## src/rtl/qau_pkg.sv

```systemverilog
// ----------------------------------------------------------------------------
// qau_pkg
// Shared types, command codes and product schedules of the quaternion unit.
// ----------------------------------------------------------------------------
package qau_pkg;

    localparam logic [2:0] CMD_MUL  = 3'd0;
    localparam logic [2:0] CMD_CONJ = 3'd1;
    localparam logic [2:0] CMD_NORM = 3'd2;
    localparam logic [2:0] CMD_INV  = 3'd3;
    localparam logic [2:0] CMD_ROT  = 3'd4;
    localparam logic [2:0] CMD_MAT  = 3'd5;

    localparam int ACC_W   = 68;
    localparam int Q_DEPTH = 4;
    localparam int Q_AW    = 2;

    typedef enum logic [2:0] {
        OP_MUL,
        OP_CONJ,
        OP_NORM,
        OP_INV,
        OP_ROT,
        OP_MAT
    } t_op;

    typedef struct packed {
        t_op              op;
        logic [3:0][31:0] a;
        logic [3:0][31:0] b;
    } t_item;

    typedef struct packed {
        logic [1:0] u;
        logic [1:0] v;
        logic       neg;
        logic       dbl;
        logic       raw;
        logic [1:0] comp;
    } t_term;

    function automatic t_term mk_term(input logic [1:0] u, input logic [1:0] v,
                                      input logic neg, input logic dbl,
                                      input logic [1:0] comp);
        t_term t;
        t.u    = u;
        t.v    = v;
        t.neg  = neg;
        t.dbl  = dbl;
        t.raw  = 1'b0;
        t.comp = comp;
        return t;
    endfunction

    // Hamilton product q*r, four terms per component, x y z w = 0 1 2 3
    function automatic t_term qmul_term(input logic [3:0] k);
        t_term t;
        unique case (k)
            4'd0:  t = mk_term(2'd3, 2'd0, 1'b0, 1'b0, 2'd0);
            4'd1:  t = mk_term(2'd2, 2'd1, 1'b1, 1'b0, 2'd0);
            4'd2:  t = mk_term(2'd1, 2'd2, 1'b0, 1'b0, 2'd0);
            4'd3:  t = mk_term(2'd0, 2'd3, 1'b0, 1'b0, 2'd0);
            4'd4:  t = mk_term(2'd2, 2'd0, 1'b0, 1'b0, 2'd1);
            4'd5:  t = mk_term(2'd3, 2'd1, 1'b0, 1'b0, 2'd1);
            4'd6:  t = mk_term(2'd0, 2'd2, 1'b1, 1'b0, 2'd1);
            4'd7:  t = mk_term(2'd1, 2'd3, 1'b0, 1'b0, 2'd1);
            4'd8:  t = mk_term(2'd1, 2'd0, 1'b1, 1'b0, 2'd2);
            4'd9:  t = mk_term(2'd0, 2'd1, 1'b0, 1'b0, 2'd2);
            4'd10: t = mk_term(2'd3, 2'd2, 1'b0, 1'b0, 2'd2);
            4'd11: t = mk_term(2'd2, 2'd3, 1'b0, 1'b0, 2'd2);
            4'd12: t = mk_term(2'd0, 2'd0, 1'b1, 1'b0, 2'd3);
            4'd13: t = mk_term(2'd1, 2'd1, 1'b1, 1'b0, 2'd3);
            4'd14: t = mk_term(2'd2, 2'd2, 1'b1, 1'b0, 2'd3);
            default: t = mk_term(2'd3, 2'd3, 1'b0, 1'b0, 2'd3);
        endcase
        return t;
    endfunction

    // Rotation matrix row terms, eight per row
    function automatic t_term mat_term(input logic [1:0] row, input logic [2:0] k);
        t_term t;
        unique case ({row, k})
            5'b00_000: t = mk_term(2'd3, 2'd3, 1'b0, 1'b0, 2'd0);
            5'b00_001: t = mk_term(2'd0, 2'd0, 1'b0, 1'b0, 2'd0);
            5'b00_010: t = mk_term(2'd1, 2'd1, 1'b1, 1'b0, 2'd0);
            5'b00_011: t = mk_term(2'd2, 2'd2, 1'b1, 1'b0, 2'd0);
            5'b00_100: t = mk_term(2'd0, 2'd1, 1'b0, 1'b1, 2'd1);
            5'b00_101: t = mk_term(2'd3, 2'd2, 1'b0, 1'b1, 2'd1);
            5'b00_110: t = mk_term(2'd0, 2'd2, 1'b0, 1'b1, 2'd2);
            5'b00_111: t = mk_term(2'd3, 2'd1, 1'b1, 1'b1, 2'd2);
            5'b01_000: t = mk_term(2'd0, 2'd1, 1'b0, 1'b1, 2'd0);
            5'b01_001: t = mk_term(2'd3, 2'd2, 1'b1, 1'b1, 2'd0);
            5'b01_010: t = mk_term(2'd3, 2'd3, 1'b0, 1'b0, 2'd1);
            5'b01_011: t = mk_term(2'd0, 2'd0, 1'b1, 1'b0, 2'd1);
            5'b01_100: t = mk_term(2'd1, 2'd1, 1'b0, 1'b0, 2'd1);
            5'b01_101: t = mk_term(2'd2, 2'd2, 1'b1, 1'b0, 2'd1);
            5'b01_110: t = mk_term(2'd1, 2'd2, 1'b0, 1'b1, 2'd2);
            5'b01_111: t = mk_term(2'd3, 2'd0, 1'b0, 1'b1, 2'd2);
            5'b10_000: t = mk_term(2'd0, 2'd2, 1'b0, 1'b1, 2'd0);
            5'b10_001: t = mk_term(2'd3, 2'd1, 1'b0, 1'b1, 2'd0);
            5'b10_010: t = mk_term(2'd1, 2'd2, 1'b0, 1'b1, 2'd1);
            5'b10_011: t = mk_term(2'd3, 2'd0, 1'b1, 1'b1, 2'd1);
            5'b10_100: t = mk_term(2'd3, 2'd3, 1'b0, 1'b0, 2'd2);
            5'b10_101: t = mk_term(2'd0, 2'd0, 1'b1, 1'b0, 2'd2);
            5'b10_110: t = mk_term(2'd1, 2'd1, 1'b1, 1'b0, 2'd2);
            5'b10_111: t = mk_term(2'd2, 2'd2, 1'b0, 1'b0, 2'd2);
            default:   t = mk_term(2'd0, 2'd0, 1'b0, 1'b0, 2'd0);
        endcase
        return t;
    endfunction

    function automatic logic [31:0] sat32(input logic signed [ACC_W-1:0] v);
        logic [31:0] r;
        if ((&v[ACC_W-1:31]) || !(|v[ACC_W-1:31])) begin
            r = v[31:0];
        end else if (v[ACC_W-1]) begin
            r = 32'h8000_0000;
        end else begin
            r = 32'h7FFF_FFFF;
        end
        return r;
    endfunction

endpackage

```

## src/rtl/qau_queue.sv

```systemverilog
// ----------------------------------------------------------------------------
// qau_queue
// Short FIFO of decoded items between the front and back parts.
// ----------------------------------------------------------------------------
module qau_queue import qau_pkg::*; (
    input  logic  i_clk,
    input  logic  i_rst_n,
    input  logic  i_valid,
    output logic  o_ready,
    input  t_item i_item,
    output logic  o_valid,
    input  logic  i_pop,
    output t_item o_item
);

    t_item          r_mem [Q_DEPTH];
    logic [Q_AW-1:0] r_wr;
    logic [Q_AW-1:0] r_rd;
    logic [Q_AW:0]   r_count;
    logic            w_push;
    logic            w_pop;

    assign o_ready = r_count != (Q_AW+1)'(Q_DEPTH);
    assign o_valid = r_count != '0;
    assign o_item  = r_mem[r_rd];
    assign w_push  = i_valid && o_ready;
    assign w_pop   = i_pop && o_valid;

    always_ff @(posedge i_clk) begin
        if (w_push) begin
            r_mem[r_wr] <= i_item;
        end
        if (!i_rst_n) begin
            r_wr    <= '0;
            r_rd    <= '0;
            r_count <= '0;
        end else begin
            if (w_push) begin
                r_wr <= r_wr + 1'b1;
            end
            if (w_pop) begin
                r_rd <= r_rd + 1'b1;
            end
            if (w_push && !w_pop) begin
                r_count <= r_count + 1'b1;
            end else if (w_pop && !w_push) begin
                r_count <= r_count - 1'b1;
            end
        end
    end

endmodule

```

## config.mk

```make
export PLATFORM = sky130hd
export DESIGN_NAME = qau_queue
export DESIGN_NICKNAME = d
export VERILOG_FILES = /design/src/rtl/qau_pkg.sv /design/src/rtl/qau_queue.sv
export SDC_FILE = /design/constraint.sdc
export NUM_CORES = 1
export LEC_CHECK = 0
export ABC_AREA = 1
export BUFFER_PORTS_ARGS = -buffer_cell sky130_fd_sc_hd__clkbuf_2
export CAP_MARGIN = 20
export CORE_ASPECT_RATIO = 0.7
export CORE_MARGIN = 5
export CORE_UTILIZATION = 40
export CTS_CLUSTER_DIAMETER = 50
export DETAILED_ROUTE_END_ITERATION = 8
export PLACE_DENSITY = 0.6
export SETUP_SLACK_MARGIN = 0.2
export SLEW_MARGIN = 5
export SYNTH_ARGS = -nofsm -noshare
export SYNTH_HDL_FRONTEND = slang
export SYNTH_SLANG_ARGS = --single-unit
```

## constraint.sdc

```tcl
create_clock -name i_clk -period 15 [get_ports i_clk]
set_clock_uncertainty 0.05 [all_clocks]
set_input_delay 0 -clock i_clk [delete_from_list [all_inputs] [get_ports i_clk]]
set_output_delay 0 -clock i_clk [all_outputs]
set_load 0.01 [all_outputs]
```

==> metrics.log, run 1 <==
INFO  metric run_status = completed
INFO  metric cp.arrival = ~4.3 ns
INFO  metric synth.net_count = approximately 2800
INFO  metric timing.rr.end = r_mem[1][167]$_DFFE_PP_
INFO  metric synthCells = between 2000 and 3000
INFO  metric pwr-share-clk = a little under a third
INFO  metric clock_tree.root_cell = clkbuf_16
INFO  metric dr.first_iter.drc_count = just under 2000
INFO  metric ys_ff_latch = about 1000
INFO  metric tritoncts_clock_tree = yes
INFO  metric seq_area_frac_synth = 81.2%
INFO  metric synthesis_warnings = 0
INFO  metric cts-resized-gates = 0
INFO  metric core_area = about 96000 um2
INFO  metric ant_nets = 0
INFO  metric crit_type = register to output pin
INFO  metric layout_commonest_cell = edfxtp_1
INFO  metric hpwl = 53.0 mm
INFO  metric netlist-cell-type-count = 19
INFO  metric avgViaCountPerCell = approximately 5.1
INFO  metric setup.reg_to_reg.worst_slack = 11.25 ns
INFO  metric cellLeakagePower = 17.3 nW
INFO  metric final_nets = about 3700
INFO  metric p_int = roughly 0.0056 W
INFO  metric worst_skew_pair_later_pin_latency = approximately 0.67 ns
INFO  metric number_of_top_level_design_ports = 524
INFO  metric antenna_violations_before_repair = 9
INFO  metric startpoint_type = register
INFO  metric slew_violations = 0
INFO  metric total_die_area = approximately 100000 um2
INFO  metric timing.critical_path.to_type = output pin
INFO  metric post-route-min-period = ~4.4 ns
INFO  metric worstPathMaxFanout = about 260
INFO  metric first_pass_iteration_count_of_the_detailed_router = 5
INFO  metric first_global_vias = around 24000
INFO  metric report.power.total = between 0.008 and 0.009 W
INFO  metric clk_pin_slew = roughly 0.06 ns
INFO  metric hold_path_depth = 2
INFO  metric hold_vio_cnt_final = 0
INFO  metric finish.utilization = roughly half
INFO  metric vias = ~24000
INFO  metric die-width = 381 um
INFO  metric port-buffer-count = between 500 and 600
INFO  metric grt_start_max_net_pins = about 270
INFO  metric fmaxAchievable = around 230 MHz
INFO  metric seq_power_share = 45.3%
INFO  metric layout.cells.most_common_list = 1036 x edfxtp_1, 528 x nor2_1, 523 x clkbuf_2, 519 x o21ai_0, 367 x dlygate4sd3_1
INFO  metric cp.required = between 10 and 15 ns
INFO  metric combinational_share_of_power = between 20% and 30%
INFO  metric row_count = 95
INFO  metric initial_core_util = between 40% and 50%
INFO  metric timing.rr.start = r_count[0]$_SDFFE_PN0P_
INFO  metric cts_made_buffers = roughly 100
INFO  metric synthesis.area_per_instance = about 15 um2
INFO  metric post_drt_wl_per_cell = just under 20 um
INFO  metric drc = 0
INFO  metric numClockSinks = between 1000 and 1500
INFO  metric drive_above_1_share = ~20%
INFO  metric remaining_global_route_overflow = 0
INFO  metric sum_of_routed_wire_length_over_all_layers = roughly 94 mm
INFO  metric slew_headroom = 30.9%
INFO  metric htree_levels = 3
INFO  metric first_pass_grt_wire_length = 145 mm
INFO  metric vdd_ir_drop_max = 0.149 mV
INFO  metric grtUsageTotal = approximately 18%
INFO  metric area_delta_synth_final = 27.8%
INFO  metric finalCritPeriodShare = 29.0%
INFO  metric switching_power = 0.00245 W
INFO  metric setup-violations-final = 0
INFO  metric max-cap-violations = 0
INFO  metric rsz_0062_raised_after_global_routing = false
INFO  metric reg2regPathDepth = 7
INFO  metric min_delay_worst_endpoint = r_mem[1][75]$_DFFE_PP_
INFO  metric sw_frac_of_total = a little under a third
INFO  metric cts_max_path_buffers = 3
INFO  metric final.setup.tns = 0 ns
INFO  metric die_y = approximately 270 um
INFO  metric gp_congestion = around 0.76
INFO  metric min_path_type = primary input to register
INFO  metric hold_path.startpoint = i_item[75]
INFO  metric power_density = roughly 160 nW/um2
INFO  metric tightest_slew = a little over 1 ns
INFO  metric syn-cell-area = between 30000 and 40000 um2
-- layout make-up --
| type | instances | area (um2) |
|---|---|---|
| sequential | 1045 | 31300 |
| multi-input combinational | 1340 | 6430 |
| antenna | 11 | 27.5 |
| timing repair buffer | 920 | 6550 |
| clock buffer | 130 | 2740 |
| tap | 1261 | 1580 |
| fill | 8079 | 46600 |
| inverter | 16 | 83.8 |
| clock inverter | 58 | 532 |
-- power groups by stage --
stage | logic [W] | clock network [W] | registers, W
2_1_floorplan | 0.00105 | 0 | 0.00379
3_3_place_gp | 0.00181 | 0 | 0.00369
3_5_place_dp | 0.00182 | 0 | 0.00370
4_1_cts | 0.00190 | 0.00256 | 0.00364
5_1_grt | 0.00206 | 0.00269 | 0.00366
6_report | 0.00188 | 0.00250 | 0.00363
-- stage by stage --
stage | setup slack (ns) | cells | cell area (um2) | hold slack (ns)
after floorplan | 2.61 | 2573 | 38500 | 0.0489
after global placement | 11.22 | 4215 | 42300 | 0.169
after detailed placement | 11.19 | 4215 | 42300 | 0.171
after CTS | 10.60 | 4770 | 49200 | 0.0000878
after global routing | 10.28 | 4776 | 49200 | 0.00590
final | 10.65 | 4781 | 49200 | 0.0567
-- kinds of logic after synthesis --
group           after synthesis  synth area share [%]
flops                      1045                  81.2
compound gates              781                  11.0
simple gates                552                  5.40
buf+inv                     188                  2.17
fa+ha+maj                     6                 0.214
xor+xnor                      1                0.0227
-- what timing repair did --
item	in CTS	in global routing
buffers inserted	0	0
hold endpoints to repair	1045	0
hold buffers	367	0
-- state kept, by name, indices dropped and copies added, names as in the netlist, named ones only --
signal,flops
r_mem,1036
r_count,3
r_rd,2
r_wr,2
-- Yosys cell counts (all sizes together) --
cell type	n	area, um2
nand3b	1	7.51
dfxtp	9	180
nand2	15	56.3
o22ai	259	1620
nor2	532	2000
buf	55	335
fa	1	20.0
ha	5	62.6
edfxtp	1036	31100
clkbuf	117	439
inv	16	62.6
o21ai	519	2600
a21oi	3	15.0
xor2	1	8.76
nand3	4	20.0
-- worst max-delay path, cell delays in order, from the launching register on --
cell	delay (ns)
dfxtp_4	0.56
inv_16	0.65
buf_4	0.61
buf_4	0.85
o21ai_0	0.17
o22ai_1	0.28
clkbuf_2	0.19
-- worst max-delay path by stage --
| stage | from | end | slack (ns) | cells past startpoint |
|---|---|---|---|---|
| 2_1_floorplan | r_count[0]$_SDFFE_PN0P_ | r_mem[0][0]$_DFFE_PP_ | 2.61 | 4 |
| 3_3_place_gp | r_count[0]$_SDFFE_PN0P_ | r_mem[1][152]$_DFFE_PP_ | 11.22 | 7 |
| 3_5_place_dp | r_count[0]$_SDFFE_PN0P_ | r_mem[1][169]$_DFFE_PP_ | 11.19 | 7 |
| 4_1_cts | register | o_item[202] | 10.60 | 6 |
| 5_1_grt | register | o_item[173] | 10.28 | 6 |
| 6_report | register | o_item[155] | 10.65 | 6 |
-- routing by layer --
metal  up-vias  wire (um)  global-route usage (%)  part of all wire, %
li1      11500          -                       -                    -
met1     12000      41500                    24.7                   44
met2       669      43900                    27.9                   47
met3       134       6490                    4.54                  6.9
met4         4       2420                    5.07                  2.6
met5         -         27                       0                0.029
Note: power is estimated with default switching activity, not from simulation.
==> run 2, diff against run 1 <==
clock period = 4.2 ns   (was 15 ns; I/O delays follow)
==> metrics.log, run 2 (synthesized netlist as in run 1, its figures left out) <==
INFO  metric finish.utilization = between 50% and 60%
INFO  metric grt_start_max_net_pins = ~230
INFO  metric worst_skew_pair_later_pin_latency = roughly 0.67 ns
INFO  metric die-width = roughly 380 um
INFO  metric crit_type = register to output pin
INFO  metric drc = 0
INFO  metric worstPathMaxFanout = 195
INFO  metric slew_headroom = roughly 28%
INFO  metric dr.first_iter.drc_count = 1901
INFO  metric sw_frac_of_total = about 31%
INFO  metric antenna_violations_before_repair = 11
INFO  metric setup-violations-final = 0
INFO  metric cts_made_buffers = about 110
INFO  metric largest-register = r_mem
INFO  metric run_status = completed
INFO  metric sum_of_routed_wire_length_over_all_layers = 96.1 mm
INFO  metric power_density = 581 nW/um2
INFO  metric seq_power_share = between 40% and 50%
INFO  metric cp.arrival = between 2 and 3 ns
INFO  metric p_int = a little over 0.02 W
INFO  metric htree_levels = 3
INFO  metric post-route-min-period = approximately 3.0 ns
INFO  metric combinational_share_of_power = 23.8%
INFO  metric row_count = 95
INFO  metric cts-resized-gates = 0
INFO  metric layout_top_registers = r_mem x1036, r_count x3
INFO  metric largest_reg_flops = between 1000 and 1500
INFO  metric post_drt_wl_per_cell = 19.8 um
INFO  metric gp_congestion = around 0.75
INFO  metric avgViaCountPerCell = 5.08
INFO  metric clk_pin_slew = ~0.060 ns
INFO  metric drive_above_1_share = between 20% and 30%
INFO  metric max-cap-violations = 0
INFO  metric cts_max_path_buffers = 3
INFO  metric tritoncts_clock_tree = yes
INFO  metric vias = ~25000
INFO  metric hold_vio_cnt_final = 0
INFO  metric switching_power = about 0.0089 W
INFO  metric final.setup.tns = 0 ns
INFO  metric number_of_top_level_design_ports = 524
INFO  metric finalCritPeriodShare = 71.2%
INFO  metric tightest_slew = 1.08 ns
INFO  metric remaining_global_route_overflow = 0
INFO  metric core_area = approximately 96000 um2
INFO  metric area_delta_synth_final = 30.3%
INFO  metric report.power.total = slightly below 0.03 W
INFO  metric startpoint_type = register
INFO  metric clock_tree.root_cell = clkbuf_16
INFO  metric cellLeakagePower = ~18 nW
INFO  metric numClockSinks = 1045
INFO  metric total_die_area = slightly above 100000 um2
INFO  metric fmaxAchievable = 335 MHz
INFO  metric first_global_vias = about 24000
INFO  metric rsz_0062_raised_after_global_routing = false
INFO  metric grtUsageTotal = a little under a fifth
INFO  metric final.hold.worst_slack = ~0.056 ns
INFO  metric cp.required = 4.15 ns
INFO  metric port-buffer-count = 523
INFO  metric vdd_ir_drop_max = around 0.46 mV
INFO  metric first_pass_grt_wire_length = roughly 150 mm
INFO  metric die_y = between 200 and 300 um
INFO  metric total_setup_buffers_inserted_after_cts = 0
INFO  metric slew_violations = 0
INFO  metric final_nets = between 3000 and 4000
INFO  metric first_pass_iteration_count_of_the_detailed_router = 5
INFO  metric ant_nets = 0
INFO  metric layout.cells.most_common_list = 1036 x edfxtp_1, 527 x nor2_1, 523 x clkbuf_2, 519 x o21ai_0, 419 x dlygate4sd3_1
INFO  metric min_path_type = primary input to register
INFO  metric pwr-share-clk = 31.9%
INFO  metric timing.critical_path.to_type = output pin
INFO  metric layout_commonest_cell = edfxtp_1
INFO  metric hpwl = approximately 53 mm
INFO  metric initial_core_util = between 40 and 50%
-- run 2: final timing paths --
kind | startpoint | to | slack [ns] | cells past startpoint
worst max-delay path | register | o_item[191] | 1.21 | 4
worst min register to register | r_rd[0]$_SDFFE_PN0P_ | r_rd[0]$_SDFFE_PN0P_ | 0.46 | 2
worst max register to register | r_count[0]$_SDFFE_PN0P_ | r_mem[0][130]$_DFFE_PP_ | 1.98 | 5
worst min-delay path | i_item[233] | r_mem[0][233]$_DFFE_PP_ | 0.06 | 2
-- run 2: area by class of cell --
class                           count  area, um2
Antenna cell                       11       27.5
Timing Repair Buffer              982       7310
Clock inverter                     72        751
Fill cell                        7920      45600
Sequential cell                  1045      31300
Tap cell                         1261       1580
Multi-Input combinational cell   1340       6450
Clock buffer                      125       2720
Inverter                           16       83.8
-- run 2: per-stage QoR --
| stage | cells | instance area (um2) | setup slack, ns |
|---|---|---|---|
| after floorplan | 2573 | 38600 | -0.765 |
| after global placement | 4225 | 42500 | 1.93 |
| after detailed placement | 4225 | 42500 | 1.93 |
| after CTS | 4840 | 50200 | 1.17 |
| after global routing | 4845 | 50200 | 1.03 |
| final | 4852 | 50200 | 1.21 |
-- run 2: power by group through the flow --
stage | clock network, W | registers [W] | logic, W
2_1_floorplan | 0 | 0.0132 | 0.00376
3_3_place_gp | 0 | 0.0131 | 0.00662
3_5_place_dp | 0 | 0.0131 | 0.00665
4_1_cts | 0.00953 | 0.0129 | 0.00700
5_1_grt | 0.00999 | 0.0130 | 0.00758
6_report | 0.00930 | 0.0129 | 0.00693
-- run 2: what timing repair did --
item,CTS,global route
endpoints found under the setup margin,0,0
endpoints found under the hold margin,1082,4
hold buffers,418,1
-- run 2: worst max-delay path, cell delays in order (launching register included) --
cell and delay (ns):
dfxtp_4 0.69, buf_12 0.50, o21ai_0 0.21, o22ai_1 0.26, clkbuf_2 0.22
-- run 2: per-layer routing --
layer  global-route usage [%]  wire [um]
met3                     4.75       6660
met4                     4.45       1870
met2                     29.7      46000
met1                     24.4      41600
met5                        0         25
