--- config.mk ---
export PLATFORM = sky130hd
export DESIGN_NAME = qau_front
export DESIGN_NICKNAME = d
export VERILOG_FILES = /design/src/rtl/qau_pkg.sv /design/src/rtl/qau_front.sv
export SDC_FILE = /design/constraint.sdc
export NUM_CORES = 1
export LEC_CHECK = 0
export ABC_AREA = 1
export ABC_CLOCK_PERIOD_IN_PS = 15730
export BUFFER_PORTS_ARGS = -buffer_cell sky130_fd_sc_hd__buf_2
export CORE_AREA = 2 2 206 208
export CTS_BUF_LIST = sky130_fd_sc_hd__clkbuf_4 sky130_fd_sc_hd__clkbuf_8 sky130_fd_sc_hd__clkbuf_16
export CTS_CLUSTER_DIAMETER = 60
export CTS_CLUSTER_SIZE = 30
export DETAILED_ROUTE_END_ITERATION = 7
export DIE_AREA = 0 0 208 210
export SYNTH_ARGS = -nofsm -noshare
export SYNTH_HDL_FRONTEND = slang
export SYNTH_SLANG_ARGS = --single-unit
--- constraint.sdc ---
create_clock -name i_clk -period 15.73 [get_ports i_clk]
set_input_delay 2.3595 -clock i_clk [delete_from_list [all_inputs] [get_ports i_clk]]
set_output_delay 2.3595 -clock i_clk [all_outputs]
set_load 0.005 [all_outputs]
--- src/rtl/qau_pkg.sv ---
// ----------------------------------------------------------------------------
// qau_pkg
// Shared types, command codes and product schedules of the quaternion unit.
// ----------------------------------------------------------------------------
package qau_pkg;

    localparam logic [2:0] CMD_MUL  = 3'd0;
    localparam logic [2:0] CMD_CONJ = 3'd1;
    localparam logic [2:0] CMD_NORM = 3'd2;
    localparam logic [2:0] CMD_INV  = 3'd3;
    localparam logic [2:0] CMD_ROT  = 3'd4;
    localparam logic [2:0] CMD_MAT  = 3'd5;

    localparam int ACC_W   = 68;
    localparam int Q_DEPTH = 4;
    localparam int Q_AW    = 2;

    typedef enum logic [2:0] {
        OP_MUL,
        OP_CONJ,
        OP_NORM,
        OP_INV,
        OP_ROT,
        OP_MAT
    } t_op;

    typedef struct packed {
        t_op              op;
        logic [3:0][31:0] a;
        logic [3:0][31:0] b;
    } t_item;

    typedef struct packed {
        logic [1:0] u;
        logic [1:0] v;
        logic       neg;
        logic       dbl;
        logic       raw;
        logic [1:0] comp;
    } t_term;

    function automatic t_term mk_term(input logic [1:0] u, input logic [1:0] v,
                                      input logic neg, input logic dbl,
                                      input logic [1:0] comp);
        t_term t;
        t.u    = u;
        t.v    = v;
        t.neg  = neg;
        t.dbl  = dbl;
        t.raw  = 1'b0;
        t.comp = comp;
        return t;
    endfunction

    // Hamilton product q*r, four terms per component, x y z w = 0 1 2 3
    function automatic t_term qmul_term(input logic [3:0] k);
        t_term t;
        unique case (k)
            4'd0:  t = mk_term(2'd3, 2'd0, 1'b0, 1'b0, 2'd0);
            4'd1:  t = mk_term(2'd2, 2'd1, 1'b1, 1'b0, 2'd0);
            4'd2:  t = mk_term(2'd1, 2'd2, 1'b0, 1'b0, 2'd0);
            4'd3:  t = mk_term(2'd0, 2'd3, 1'b0, 1'b0, 2'd0);
            4'd4:  t = mk_term(2'd2, 2'd0, 1'b0, 1'b0, 2'd1);
            4'd5:  t = mk_term(2'd3, 2'd1, 1'b0, 1'b0, 2'd1);
            4'd6:  t = mk_term(2'd0, 2'd2, 1'b1, 1'b0, 2'd1);
            4'd7:  t = mk_term(2'd1, 2'd3, 1'b0, 1'b0, 2'd1);
            4'd8:  t = mk_term(2'd1, 2'd0, 1'b1, 1'b0, 2'd2);
            4'd9:  t = mk_term(2'd0, 2'd1, 1'b0, 1'b0, 2'd2);
            4'd10: t = mk_term(2'd3, 2'd2, 1'b0, 1'b0, 2'd2);
            4'd11: t = mk_term(2'd2, 2'd3, 1'b0, 1'b0, 2'd2);
            4'd12: t = mk_term(2'd0, 2'd0, 1'b1, 1'b0, 2'd3);
            4'd13: t = mk_term(2'd1, 2'd1, 1'b1, 1'b0, 2'd3);
            4'd14: t = mk_term(2'd2, 2'd2, 1'b1, 1'b0, 2'd3);
            default: t = mk_term(2'd3, 2'd3, 1'b0, 1'b0, 2'd3);
        endcase
        return t;
    endfunction

    // Rotation matrix row terms, eight per row
    function automatic t_term mat_term(input logic [1:0] row, input logic [2:0] k);
        t_term t;
        unique case ({row, k})
            5'b00_000: t = mk_term(2'd3, 2'd3, 1'b0, 1'b0, 2'd0);
            5'b00_001: t = mk_term(2'd0, 2'd0, 1'b0, 1'b0, 2'd0);
            5'b00_010: t = mk_term(2'd1, 2'd1, 1'b1, 1'b0, 2'd0);
            5'b00_011: t = mk_term(2'd2, 2'd2, 1'b1, 1'b0, 2'd0);
            5'b00_100: t = mk_term(2'd0, 2'd1, 1'b0, 1'b1, 2'd1);
            5'b00_101: t = mk_term(2'd3, 2'd2, 1'b0, 1'b1, 2'd1);
            5'b00_110: t = mk_term(2'd0, 2'd2, 1'b0, 1'b1, 2'd2);
            5'b00_111: t = mk_term(2'd3, 2'd1, 1'b1, 1'b1, 2'd2);
            5'b01_000: t = mk_term(2'd0, 2'd1, 1'b0, 1'b1, 2'd0);
            5'b01_001: t = mk_term(2'd3, 2'd2, 1'b1, 1'b1, 2'd0);
            5'b01_010: t = mk_term(2'd3, 2'd3, 1'b0, 1'b0, 2'd1);
            5'b01_011: t = mk_term(2'd0, 2'd0, 1'b1, 1'b0, 2'd1);
            5'b01_100: t = mk_term(2'd1, 2'd1, 1'b0, 1'b0, 2'd1);
            5'b01_101: t = mk_term(2'd2, 2'd2, 1'b1, 1'b0, 2'd1);
            5'b01_110: t = mk_term(2'd1, 2'd2, 1'b0, 1'b1, 2'd2);
            5'b01_111: t = mk_term(2'd3, 2'd0, 1'b0, 1'b1, 2'd2);
            5'b10_000: t = mk_term(2'd0, 2'd2, 1'b0, 1'b1, 2'd0);
            5'b10_001: t = mk_term(2'd3, 2'd1, 1'b0, 1'b1, 2'd0);
            5'b10_010: t = mk_term(2'd1, 2'd2, 1'b0, 1'b1, 2'd1);
            5'b10_011: t = mk_term(2'd3, 2'd0, 1'b1, 1'b1, 2'd1);
            5'b10_100: t = mk_term(2'd3, 2'd3, 1'b0, 1'b0, 2'd2);
            5'b10_101: t = mk_term(2'd0, 2'd0, 1'b1, 1'b0, 2'd2);
            5'b10_110: t = mk_term(2'd1, 2'd1, 1'b1, 1'b0, 2'd2);
            5'b10_111: t = mk_term(2'd2, 2'd2, 1'b0, 1'b0, 2'd2);
            default:   t = mk_term(2'd0, 2'd0, 1'b0, 1'b0, 2'd0);
        endcase
        return t;
    endfunction

    function automatic logic [31:0] sat32(input logic signed [ACC_W-1:0] v);
        logic [31:0] r;
        if ((&v[ACC_W-1:31]) || !(|v[ACC_W-1:31])) begin
            r = v[31:0];
        end else if (v[ACC_W-1]) begin
            r = 32'h8000_0000;
        end else begin
            r = 32'h7FFF_FFFF;
        end
        return r;
    endfunction

endpackage

--- src/rtl/qau_front.sv ---
// ----------------------------------------------------------------------------
// qau_front
// Input stage: accept words, decode the command, drop unused codes.
// ----------------------------------------------------------------------------
module qau_front import qau_pkg::*; (
    input  logic         i_clk,
    input  logic         i_rst_n,
    input  logic         i_valid,
    output logic         o_ready,
    input  logic [2:0]   i_cmd,
    input  logic [255:0] i_data,
    output logic         o_valid,
    input  logic         i_ready,
    output t_item        o_item
);

    logic  r_valid;
    t_item r_item;
    t_item w_item;
    logic  w_keep;

    assign o_ready = !r_valid || i_ready;
    assign o_valid = r_valid;
    assign o_item  = r_item;

    always_comb begin
        w_item.a = i_data[127:0];
        w_item.b = i_data[255:128];
        w_keep   = 1'b1;
        w_item.op = OP_MUL;
        unique case (i_cmd)
            CMD_MUL:  w_item.op = OP_MUL;
            CMD_CONJ: w_item.op = OP_CONJ;
            CMD_NORM: w_item.op = OP_NORM;
            CMD_INV:  w_item.op = OP_INV;
            CMD_ROT: begin
                w_item.op   = OP_ROT;
                w_item.b[3] = 32'd0;
            end
            CMD_MAT:  w_item.op = OP_MAT;
            default:  w_keep = 1'b0;
        endcase
    end

    always_ff @(posedge i_clk) begin
        if (!i_rst_n) begin
            r_valid <= 1'b0;
        end else if (o_ready) begin
            r_valid <= i_valid && w_keep;
            r_item  <= w_item;
        end
    end

endmodule

==> impl_metrics.ini, run 1 <==
[status]
outcome = finished clean

[cts]
clk-insertion-delay-late_ns = 0.56
cts_hold_repair.buffers = 0
ctsRootBufferMaster = clkbuf_16
cts_setup_buffers = 0
clk_pin_slew_ns = 0.07
htree_num_levels = 1
tritoncts.num_buffers = 27
clkSinkCount = 260
clock_path_buffers = 3
cts_tree = done
cts_resized = 0

[synth]
syn_nets = 603
synth_cell_type_count = 10
post_synth_xor_area_fraction_pct = 0
ys_ff_latch = 260
post_synth_mux_area_share_pct = 0
synthesis.area_per_instance_um2 = 23.9
synth_area_mm2 = 0.00814
complex_gate_fraction_of_the_synthesized_area_pct = 0.123
synthAdderAreaFrac_pct = 0
simple_gate_share_of_the_synthesized_area_pct = 2.04
post-synth-top-area-cell = edfxtp_1
number_of_instances_in_the_synthesized_netlist = 340
yosysSeqAreaShare_pct = 95.8
post-synth-top-area-fraction_pct = 95.5
synthesis.yosys.warnings = 0
ys_top_cells_by_area = edfxtp_1 96%, inv_1 1.7%, nor2_1 1.5%
synth_top_family_by_area = buffers and inverters

[routing]
drt_drc_violations_left = 0
final_routed_wirelength_um = 24300
wl_per_cell_um = 16.7
drt_pass1_iterations = 5
first_iter_violations = 244
route.antenna.remaining_nets = 0
vias = 5262
routed_via_density = 3.61

[global_route]
number_of_global_route_vias_before_repair = 5480
pin_count_of_the_biggest_net_entering_global_routing = 86
grt_overflow_total = 0
global_route_wire_length_before_repair_um = 33800
groute.usage.overall_pct = 10.3
grt_antenna_before_repair = 8

[job]
maxCapViolCount = 0

[floorplan]
die_height_um = 210
io_pins = 524
die_area_mm2 = 0.0437
die_w_um = 208
core_area_mm2 = 0.0415
start_util_pct = 19.6
rows = 75

[setup_path]
worst_case_reg_to_reg_path_depth = 3
critical_path_class = in2out
rr_startpoint = o_valid$_SDFFE_PN0N_
worstSetupStartpointType = input port
critical_path_required_ns = 13.37
r2r_end = o_item[186]$_DFFE_PP_
critical_path_arrival_ns = 2.77
setup.reg_to_reg.worst_slack_ns = 13.29
crit_path_max_fanout = 2
type_of_destination_of_the_critical_path = primary output

[timing]
hold_viol = 0
timing.final.crit_share_pct = 32.6
max_slew_margin_pct = 28.6
timing.final.max_slew_violations = 0
timing.final.ws_setup_ns = 10.60
fmax_mhz = 195
hold_ws_ns = 0.557
total_of_endpoints_with_negative_setup_slack_in_the_final_report = 0
fin_skew_ns = 0.0140
setup_repair_after_global_routing_missed_its_margin = false
finalSetupTns_ns = 0
finalCriticalPeriod_ns = 5.13
max_slew.worst_pin.slew_ns = 1.07

[layout]
most-common-layout-cells = 523 x buf_2, 259 x edfxtp_1, 36 x inv_1, 32 x nor2_1, 27 x clkbuf_16
final_design_area_no_fill_mm2 = 0.0125
drive_gt1_share_pct = 63.6
layout_commonest_cell = buf_2
final_core_utilization_pct = 30.2
layout-area-overhead-vs-synth_pct = 53.9
finish.net_count = 1157

[placement]
hpwlAfterDp_um = 19000
place.gp.congestion = 0.805
postPlaceCellArea_mm2 = 0.0114
buffer_ports.inserted = 523
dp_worst_setup_slack_ns = 10.60

[power_and_ir_drop]
leakagePower_nw = 5.39
pwr_density_cell_mw_per_mm2 = 133
vdd_drop_max_mv = 0.0895

[min_path]
holdPathStages = 2
holdCritStartpoint = o_valid$_SDFFE_PN0N_
worstHoldEndpoint = o_valid$_SDFFE_PN0N_
timing.hold.worst.class = reg2reg
## final cells by class
cell class,instances,area (um2)
antenna,2,5.00
clock buffer,27,676
clock inverter,23,404
fill,4188,28900
inverter,36,135
multi-input combinational,41,188
sequential,260,7800
tap,539,674
timing repair buffer,528,2660
## synth_stat cells (all sizes together)
cell type and number:
dfxtp 1, nor2 34, nand2 3, edfxtp 259, inv 36, buf 3
nor3 1, a21oi 2, and2 1
## kinds of logic (layout without fill, tap and decap cells)
family | after synthesis | count (layout)
and+or+nand+nor | 39 | 39
buffers and inverters | 39 | 614
other | 0 | 2
DFF | 260 | 260
AOI/OAI and AO/OA | 2 | 2
## registers in the layout, summed over array words and instances (netlist names)
name,flops
o_item,259
o_valid,1
## through the flow
| step | instances | power (mW) |
|---|---|---|
| after floorplan | 340 | 0.872 |
| after global placement | 1404 | 0.947 |
| final | 1456 | 1.66 |
| after global routing | 1454 | 1.73 |
| after CTS | 1454 | 1.70 |
| after detailed placement | 1404 | 0.950 |
## critical path, cell delays in order
cell and delay, ns:
buf_2 0.09, inv_1 0.10, nand2_1 0.08, buf_2 0.13
## report_power, final
group,switching [mW],internal (mW)
sequential,0.0111,0.812
combinational,0.0564,0.0508
clock,0.345,0.389
total,0.412,1.25
## metal layers
metal | global-route usage (%) | routed length [um] | up-vias
li1 | - | - | 2389
met1 | 11.4 | 8560 | 2495
met2 | 17.6 | 12200 | 320
met3 | 4.84 | 2790 | 48
met4 | 3.01 | 648 | 10
met5 | 0 | 69 | -
## worst max path at each step
stage | startpoint | end | slack, ns | cells past startpoint
after floorplan | i_ready | o_item[0]$_DFFE_PP_ | 5.30 | 2
after global placement | i_ready | o_ready | 10.59 | 4
after detailed placement | i_ready | o_ready | 10.60 | 4
after CTS | i_ready | o_ready | 10.60 | 4
after global routing | i_ready | o_ready | 10.56 | 4
final | i_ready | o_ready | 10.60 | 4
No activity file was read; power rests on OpenSTA's default activity.
==> inputs of run 2 (changes only) <==
Settings changed: ABC_CLOCK_PERIOD_IN_PS 15730 to 4400.
Clock period 15.73 ns to 4.4 ns, I/O delays scaled along.
==> impl_metrics.ini, run 2 (synthesis gave the netlist of run 1 again) <==
[status]
outcome = finished clean

[cts]
clk_pin_slew_ns = 0.08
cts_resized = 0
clkSinkCount = 260
clk-insertion-delay-late_ns = 0.54
ctsRootBufferMaster = clkbuf_16
clock_path_buffers = 3
cts_setup_buffers = 0
tritoncts.num_buffers = 27
cts_hold_repair.buffers = 0
cts_tree = done
htree_num_levels = 1

[routing]
met3_wirelength_um = 2550
detailroute.wirelength.met2_um = 12200
drt_drc_violations_left = 0
top_signal_layer_used = met5
route.antenna.remaining_nets = 0
wl_per_cell_um = 16.9
vias = 5218
detail_route.wirelength.met1_um = 9290
first_iter_violations = 221
drt_pass1_iterations = 4
routed_via_density = 3.58
final_routed_wirelength_um = 24600

[setup_path]
type_of_destination_of_the_critical_path = flip-flop
critical_path_required_ns = 4.57
timing.critical_path.mode_cell = buf_12
crit_path_max_fanout = 77
slowest_delay_ns = 0.44
critical_path_class = reg2reg
worstSetupStartpointType = flip-flop
cell_with_the_biggest_individual_delay_on_the_critical_path = a21oi_4
worstPathCellList = a21oi_4 > buf_12 > buf_12
critical_path_arrival_ns = 2.05
crit_family = buffers and inverters
count_of_buffering_cells_on_the_critical_path_with_inverters_included = 2

[layout]
layout-area-overhead-vs-synth_pct = 52.7
layout_commonest_cell = buf_2
final.fill_count = 4202
drive_gt1_share_pct = 63.9
largest_register_ffs = 259
finish.net_count = 1160
most-common-layout-cells = 523 x buf_2, 259 x edfxtp_1, 34 x inv_1, 32 x nor2_1, 27 x clkbuf_16
final_design_area_no_fill_mm2 = 0.0124

[global_route]
groute.usage.overall_pct = 10.4
number_of_global_route_vias_before_repair = 5299
global_route_wire_length_before_repair_um = 33900
pin_count_of_the_biggest_net_entering_global_routing = 117
grt_antenna_before_repair = 7
grt_overflow_total = 0

[min_path]
timing.hold.worst.class = in2reg

[power_and_ir_drop]
pwr_density_cell_mw_per_mm2 = 452
vdd_drop_max_mv = 0.262
power.total_mw = 5.61
leakagePower_nw = 5.35

[timing]
timing.final.crit_share_pct = 42.7
fin_skew_ns = 0.0239
max_slew.worst_pin.slew_ns = 0.725
fmax_mhz = 532
timing.final.max_slew_violations = 0
setup_repair_after_global_routing_missed_its_margin = false
timing.final.ws_setup_ns = 2.52
hold_ws_ns = 0.281
finalCriticalPeriod_ns = 1.88
hold_viol = 0
max_slew_margin_pct = 51.7
total_of_endpoints_with_negative_setup_slack_in_the_final_report = 0

[floorplan]
start_util_pct = 19.6
core_area_mm2 = 0.0415
die_height_um = 210
die_area_mm2 = 0.0437
io_pins = 524
rows = 75
die_w_um = 208

[placement]
dp_worst_setup_slack_ns = 2.03
buffer_ports.inserted = 523
hpwlAfterDp_um = 19600
place.gp.congestion = 0.784
postPlaceCellArea_mm2 = 0.0115

[job]
maxCapViolCount = 0
-- run 2: changes by cell type in the layout (fill, tap and decap cells not counted), sizes merged --
cell / previous run / this run
buf: 528 / 531
bufinv: 2 / 0
clkbuf: 27 / 31
clkinv: 10 / 8
clkinvlp: 1 / 3
diode: 2 / 1
inv: 46 / 43
-- run 2: layout make-up --
cell class | count | area [um2] | area share [%]
Antenna cell | 1 | 2.50 | 0.0201
Clock buffer | 31 | 706 | 5.68
Clock inverter | 18 | 201 | 1.62
Inverter | 36 | 148 | 1.19
Multi-Input combinational cell | 41 | 188 | 1.51
Sequential cell | 260 | 7800 | 62.7
Tap cell | 539 | 674 | 5.42
Timing Repair Buffer | 531 | 2720 | 21.8
-- run 2: worst reg2reg max path, cell delays in order (launching register included) --
cell and delay (ns):
dfxtp_1 0.35, a21oi_4 0.44, buf_12 0.27, buf_12 0.37
-- run 2: per-layer routing --
metal | track usage (%) | vias up
met3 | 4.14 | 51
met4 | 3.15 | 10
met5 | 0 | -
met2 | 17.8 | 313
met1 | 11.9 | 2454
li1 | - | 2390
-- run 2: worst paths after layout --
kind,cells after the start,slack (ns),end,from
hold reg to reg,2,0.56,o_valid$_SDFFE_PN0N_,o_valid$_SDFFE_PN0N_
setup / recovery,3,2.52,o_item[28]$_DFFE_PP_,o_valid$_SDFFE_PN0N_
setup reg to reg,3,2.52,o_item[28]$_DFFE_PP_,o_valid$_SDFFE_PN0N_
hold / removal,1,0.28,o_item[27]$_DFFE_PP_,i_data[155]
-- run 2: where the power goes --
part / internal, mW / switching, mW / total [mW]
Clock: 1.22 / 1.05 / 2.28
Combinational: 0.189 / 0.205 / 0.394
Sequential: 2.90 / 0.0397 / 2.94
Total: 4.32 / 1.30 / 5.61
-- run 2: through the flow --
step / TNS, ns / cells / util [%]
floorplan: -248.26 / 340 / -
global placement: 0 / 1407 / 27.8
detailed placement: 0 / 1407 / 27.8
CTS: 0 / 1456 / 30.0
global route: 0 / 1456 / 30.0
finish: 0 / 1457 / 30.0
==> inputs of run 3 (changes only) <==
Settings changed: ABC_CLOCK_PERIOD_IN_PS 4400 to 1700.
Clock period 4.4 ns to 1.7 ns, I/O delays scaled along.
==> impl_metrics.ini, run 3 (synthesis gave the netlist of run 1 again) <==
[status]
outcome = finished clean

[floorplan]
die_area_mm2 = 0.0437
rows = 75
die_height_um = 210
io_pins = 524
core_area_mm2 = 0.0415
die_w_um = 208
start_util_pct = 19.6

[power_and_ir_drop]
vdd_drop_max_mv = 0.812
power.total_mw = 14.5
leakagePower_nw = 6.37
pwr_density_cell_mw_per_mm2 = 973

[placement]
dp_worst_setup_slack_ns = 0.239
place.gp.congestion = 0.813
buffer_ports.inserted = 523
hpwlAfterDp_um = 20100
postPlaceCellArea_mm2 = 0.0117

[global_route]
global_route_wire_length_before_repair_um = 40200
pin_count_of_the_biggest_net_entering_global_routing = 46
grt_overflow_total = 0
grt_antenna_before_repair = 4
groute.usage.overall_pct = 12.1
number_of_global_route_vias_before_repair = 6779

[setup_path]
critical_path_class = in2reg
critical_path_arrival_ns = 1.64
rr_startpoint = o_valid$_SDFFE_PN0N_
worstSetupStartpointType = input port
type_of_destination_of_the_critical_path = flip-flop
worst_setup_path_startpoint = i_rst_n
critical_path_required_ns = 1.91
crit_path_max_fanout = 45

[min_path]
holdCritStartpoint = i_data[238]
timing.hold.worst.class = in2reg

[timing]
hold_viol = 0
finalCriticalPeriod_ns = 1.43
setup_repair_after_global_routing_missed_its_margin = false
timing.final.max_slew_violations = 0
total_of_endpoints_with_negative_setup_slack_in_the_final_report = 0
max_slew_margin_pct = 77.0
finalSetupTns_ns = 0
fmax_mhz = 701
fin_skew_ns = 0.0173
timing.final.ws_setup_ns = 0.274
max_slew.worst_pin.slew_ns = 0.345
timing.final.crit_share_pct = 83.9

[cts]
clk-insertion-delay-late_ns = 0.54
tritoncts.num_buffers = 21
htree_num_levels = 1
clk_pin_slew_ns = 0.08
clock_path_buffers = 3
cts_setup_buffers = 0
cts_tree = done
clkSinkCount = 260
ctsRootBufferMaster = clkbuf_16

[routing]
route.antenna.remaining_nets = 0
drt_pass1_iterations = 4
first_iter_violations = 192
vias = 6302
final_routed_wirelength_um = 28100
wl_per_cell_um = 16.5
drt_drc_violations_left = 0
routed_via_density = 3.70

[layout]
layout_commonest_cell = buf_2
final_design_area_no_fill_mm2 = 0.0149
final.fill_count = 3893
largest_register_ffs = 259
layout-area-overhead-vs-synth_pct = 82.5
finish.net_count = 1410
multiInputGateArea_um2 = 188
ff_latch_area_mm2 = 0.00780
final_core_utilization_pct = 35.8
most-common-layout-cells = 523 x buf_2, 259 x edfxtp_1, 242 x dlygate4sd3_1, 35 x inv_1, 32 x nor2_1
drive_gt1_share_pct = 50.6

[job]
maxCapViolCount = 0
==> run 3: changes by cell type in the layout (fill, tap and decap cells not counted), moves of 2 or more <==
| cell | before | now |
|---|---|---|
| clkinv_4 | 2 | 0 |
| dlygate4sd3_1 | 0 | 242 |
| inv_8 | 1 | 3 |
| clkbuf_4 | 4 | 0 |
| buf_12 | 3 | 6 |
| inv_12 | 1 | 4 |
| inv_16 | 3 | 1 |
| clkinv_16 | 0 | 2 |
| clkbuf_16 | 27 | 21 |
| buf_4 | 5 | 16 |
| clkinv_2 | 3 | 1 |
==> run 3: layout make-up <==
cell class	count	share of cell area (%)
Clock buffer	21	3.54
Timing Repair Buffer	787	35.5
Inverter	36	0.960
Tap cell	539	4.54
Clock inverter	17	1.66
Multi-Input combinational cell	41	1.26
Sequential cell	260	52.5
Antenna cell	1	0.0168
==> run 3: repair_timing <==
action | 4_1_cts | 5_1_grt
hold endpoints to repair | 242 | 0
hold buffers | 242 | 0
gates resized for setup | 0 | 0
==> run 3: metal layers <==
layer  GRT usage [%]  up-vias  wire length [um]
met5               0        -                21
met4            4.18        4               804
met3            3.72       56              2440
met2            21.8      342             14300
met1            13.6     3011             10600
li1                -     2889                 -
==> run 3: critical path, cell delays in order <==
cell and delay [ns]:
dlygate4sd3_1 0.53, buf_2 0.10, inv_1 0.06, a21oi_4 0.18, buf_12 0.22, buf_12 0.25
==> run 3: worst paths after layout <==
path,depth (start not counted),endpoint,slack [ns]
worst min register to register,2,o_valid$_SDFFE_PN0N_,0.57
worst max register to register,3,o_item[247]$_DFFE_PP_,0.29
worst max-delay path,6,o_item[247]$_DFFE_PP_,0.27
worst min-delay path,3,o_item[110]$_SDFFCE_PP0P_,0.02
==> run 3: power by group <==
part | switching (mW) | internal, mW | leakage [nW] | total [mW]
combinational | 0.655 | 0.893 | 3.48 | 1.55
clock | 2.73 | 2.54 | 0.364 | 5.28
sequential | 0.119 | 7.51 | 2.53 | 7.63
==> run 3: per-stage QoR <==
stage               hold slack (ns)  std cells
floorplan                     0.354        340
global placement              0.431       1421
detailed placement            0.433       1421
CTS                         0.00255       1701
global route                 0.0160       1702
finish                       0.0246       1702
